**config.mk**
```make
export PLATFORM = sky130hd
export DESIGN_NAME = edf_cell
export DESIGN_NICKNAME = d
export VERILOG_FILES = /design/src/rtl/edf_realtime_task_scheduler_defines.svh /design/src/rtl/edf_pkg.sv /design/src/rtl/edf_cell.sv
export SDC_FILE = /design/constraint.sdc
export NUM_CORES = 1
export LEC_CHECK = 0
export BUFFER_PORTS_ARGS = -buffer_cell sky130_fd_sc_hd__clkbuf_2
export CAP_MARGIN = 20
export CORE_AREA = 2 2 114 116
export CTS_CLUSTER_DIAMETER = 150
export DETAILED_ROUTE_END_ITERATION = 10
export DIE_AREA = 0 0 116 118
export GPL_TIMING_DRIVEN = 1
export PLACE_DENSITY = 0.7
export SYNTH_ARGS = -nofsm -noshare
export SYNTH_HDL_FRONTEND = slang
export SYNTH_SLANG_ARGS = --single-unit
```
**constraint.sdc**
```tcl
create_clock -name clk -period 14.1 [get_ports clk]
set_clock_uncertainty 0.2 [all_clocks]
set_input_delay 0.705 -clock clk [delete_from_list [all_inputs] [get_ports clk]]
set_output_delay 0.705 -clock clk [all_outputs]
set_load 0.005 [all_outputs]
```
**src/rtl/edf_realtime_task_scheduler_defines.svh**
```systemverilog
// Assertion macros for the EDF scheduler RTL.
// Included by the modules that carry concurrent checks; no other dependencies.
`ifndef EDF_REALTIME_TASK_SCHEDULER_DEFINES_SVH
`define EDF_REALTIME_TASK_SCHEDULER_DEFINES_SVH

// same-cycle implication, disabled in reset
`define EDF_ASSERT_IMP(lbl, clk, rst_n, ante, cons, msg) \
  lbl: assert property (@(posedge clk) disable iff (!rst_n) (ante) |-> (cons)) else $error(msg);

// next-cycle implication, disabled in reset
`define EDF_ASSERT_NXT(lbl, clk, rst_n, ante, cons, msg) \
  lbl: assert property (@(posedge clk) disable iff (!rst_n) (ante) |=> (cons)) else $error(msg);

`endif

```
**src/rtl/edf_pkg.sv**
```systemverilog
// Shared types and constants for the EDF scheduler.
// No dependencies.
package edf_pkg;

  localparam int MAX_RT_TASKS    = 16;
  localparam int MAX_PLAIN_TASKS = 16;
  localparam int TASK_ID_BITS    = 8;
  localparam int RT_CNT_W        = $clog2(MAX_RT_TASKS + 1);
  localparam int PL_CNT_W        = $clog2(MAX_PLAIN_TASKS + 1);

  localparam logic [2:0] OP_TICK   = 3'd0;
  localparam logic [2:0] OP_PLAIN  = 3'd1;
  localparam logic [2:0] OP_RT     = 3'd2;
  localparam logic [2:0] OP_YIELD  = 3'd3;
  localparam logic [2:0] OP_FINISH = 3'd4;

  localparam logic [2:0] ST_ACCEPTED = 3'd0;
  localparam logic [2:0] ST_SELECTED = 3'd1;
  localparam logic [2:0] ST_WAITING  = 3'd2;
  localparam logic [2:0] ST_EMPTY    = 3'd3;
  localparam logic [2:0] ST_FULL     = 3'd4;

  typedef enum logic [2:0] {
    S_IDLE, S_EXEC, S_REL, S_SETTLE, S_PICK, S_OUT
  } state_t;

  typedef struct packed {
    logic [TASK_ID_BITS-1:0] id;
    logic [31:0]             key;
    logic [31:0]             aux;
  } entry_t;

  typedef struct packed {
    logic ins;
    logic pop;
    logic sorted;
  } cmd_t;

endpackage

```
**src/rtl/edf_cell.sv**
```systemverilog
// One slot of a task table: a sorted/append shift-register cell.
// Depends on edf_pkg.
module edf_cell (
  input  logic          clk,
  input  edf_pkg::cmd_t   cmd,
  input  edf_pkg::entry_t new_e,
  input  edf_pkg::entry_t left_e,
  input  edf_pkg::entry_t right_e,
  input  logic          valid,
  input  logic          left_gt,
  output logic          gt,
  output edf_pkg::entry_t q
);

  edf_pkg::entry_t entry_r, entry_nxt;

  // slot is free or holds a strictly later key: new entry lands here or before
  assign gt = !valid || (cmd.sorted && (entry_r.key > new_e.key));
  assign q  = entry_r;

  always_comb begin
    entry_nxt = entry_r;
    if (cmd.pop) begin
      entry_nxt = right_e;
    end else if (cmd.ins) begin
      if (left_gt) begin
        entry_nxt = left_e;
      end else if (gt) begin
        entry_nxt = new_e;
      end
    end
  end

  always_ff @(posedge clk) begin
    entry_r <= entry_nxt;
  end

endmodule

```
==> impl_metrics.toml <==
[layout]
utilization = 0.5132
design_area_mm2 = 0.006371
seq_area_mm2 = 0.002162
largest_register_ffs = 72
n_antenna_cell = 0
drive_above_1_share = 0.4329
n_fill_cell = 1154
fin_cells = 895
area_growth_pct = 42.55
final_nets = 973
multiInputGateArea_mm2 = 0.002086

[clock_network]
cts_resized = 0
cts_root_buf = "clkbuf_16"
cts_setup_buffers = 0
clock-sinks = 72
clk_path_buf_depth = 2
holdBufCountCts = 0
cts_tree = "yes"
clk_latency_ns = 0.33
cts_buffers = 9
clk_pin_slew_ns = 0.06
htree_num_levels = 3

[yosys]
synth_top_area_cell = "edfxtp_1"
synthFlopType = "edfxtp_1"
synth_most_common_cell = "nand2_1"
syn_inst = 435
yosysWarnings = 0
seq_area_frac_synth = 0.4838
yosys-top-cells-count = "80 x nand2_1, 78 x o21ai_0, 72 x edfxtp_1, 72 x mux2i_1, 35 x inv_1"
syn_area_mm2 = 0.004469
synth.distinct_cells = 27
avgSynthCellArea_um2 = 10.27
ys_ff_latch = 72
synth-edff-count = 72
syn-num-nets = 689
synth-async-reset-ratio = 0
yosysTopAreaCellShare = 0.4838
synth_area_leaders = "edfxtp_1 48%, mux2i_1 16%, ha_1 9.0%"

[setup_path]
crit_fanout = 58
worst-endpoint-arrival_ns = 3.38
worst-path-buf-inv = 3
criticalPathCategory = "in -> reg"
crit_required_ns = 13.86
worst_setup_path_start_kind = "input port"
endpoint_kind = "register"
cpPeakStageDelay_ns = 0.71
path_cells = "clkbuf_2 -> inv_1 -> ha_1 -> nand4_2 -> or4_1 -> o21ai_1 -> o31ai_1 -> a31oi_4 -> buf_4"
cp_top_family = "buffers and inverters"
cp_slowest_cell = "buf_4"

[global_routing]
grt_pass1_wl_mm = 20.38
grt_pass1_vias = 4280
grt-ovfl-total = 0
antenna_found_initial = 0
track_usage = 0.1920
grt_max_degree = 80

[route]
detail_route.wl_per_cell_um = 14.88
vias = 4251
wl_met1_mm = 5.137
drtIter0Drc = 104
wl_mm = 13.32
drtPass1Iterations = 4
routed-wl-met3_um = 835
top_layer = "met4"
route.detailed.drc = 0
via_per_inst = 4.750
wl_met2_mm = 7.000
ant_nets = 0

[die]
rows = 41
die_w_um = 116
design.die.area_mm2 = 0.01369
num_io_pins = 295
initial_utilization = 0.3600
die_h_um = 118
core-area_mm2 = 0.01241

[pwr]
powerDensity_mw_per_mm2 = 99.12
p_switching_mw = 0.1647
power.total_mw = 0.6315
seq_power_share = 0.438
pwr-share-comb = 0.219
ir_drop_mv = 0.04352
internal-power_mw = 0.4668
power.share.clock = 0.343
switching_share = 0.2608
p_leak_nw = 3.311

[place]
dp_cells = 880
pre_cts_ws_ns = 10.08
place_area_mm2 = 0.006093
place.gp.congestion = 0.8618
hpwl_mm = 10.85
io_buffer_count = 294

[sta]
final_max_slew_viol_count = 0
worstMarginPinSlew_ns = 0.7708
fmax_mhz = 275.7
layout_setup_ws_ns = 10.47
hold_violations = 0
tns_ns = 0
whs_ns = 0.4500
grt_setup_unrepaired = "no"
fin_crit_ns = 3.627
period_share = 0.2573
relSlewSlack = 0.4861
setup-violations-final = 0

[flow_run]
max_cap_violations = 0

[worst_hold_path]
hp-class = "in -> reg"

[status]
status = "completed"
power groups by stage:
stage | Clock (mW) | Sequential, mW | Combinational (mW)
global placement | 0 | 0.280 | 0.135
global route | 0.230 | 0.279 | 0.154
CTS | 0.222 | 0.277 | 0.141
detailed placement | 0 | 0.281 | 0.140
finish | 0.216 | 0.277 | 0.139
floorplan | 0 | 0.283 | 0.0610
logic make-up (layout without fill, tap and decap cells):
family	count (synthesis)	after routing	synth area share
AND/OR/NAND/NOR	98	98	0.09154
AO/OA/AOI/OAI	102	102	0.1223
multiplexers	72	72	0.1613
buffers and inverters	59	347	0.05151
flip-flops	72	72	0.4838
adder cells (fa/ha/maj)	32	32	0.08958
cells in the final DEF, fill, tap and decap left out, drive strengths merged, types with 2 or more instances in the layout:
cell      n
mux2i    72
edfxtp   72
nand4     9
buf       5
nor2      4
a21oi    13
o21ai    79
or4       2
nand2    80
inv      35
ha       32
clkbuf  302
clkinv    4
routing by layer:
| layer | vias to the layer above | GRT usage |
|---|---|---|
| li1 | 2143 | - |
| met5 | - | 0 |
| met4 | 0 | 0.07887 |
| met1 | 1901 | 0.2024 |
| met2 | 181 | 0.3578 |
| met3 | 26 | 0.04531 |
area by class of cell:
| type | instances | area share |
|---|---|---|
| timing repair buffer | 297 | 0.2353 |
| multi-input combinational | 304 | 0.3274 |
| clock inverter | 5 | 0.007659 |
| sequential | 72 | 0.3394 |
| clock buffer | 10 | 0.03594 |
| inverter | 35 | 0.02062 |
| tap | 172 | 0.03378 |
worst min-delay path: cells and delay by family:
kind | cells | cell delay, ns
simple gates | 1 | 0.04
compound gates | 1 | 0.06
buf+inv | 1 | 0.07
worst paths after layout:
path / startpoint / to / slack, ns / depth (start not counted)
max: new_e[62] / q[20] / 10.47 / 9
min: right_e[14] / q[14] / 0.45 / 3
max reg2reg: q[63] / q[20] / 10.54 / 7
min reg2reg: q[63] / q[54] / 1.16 / 4
Note: power is estimated with default switching activity, not from simulation.
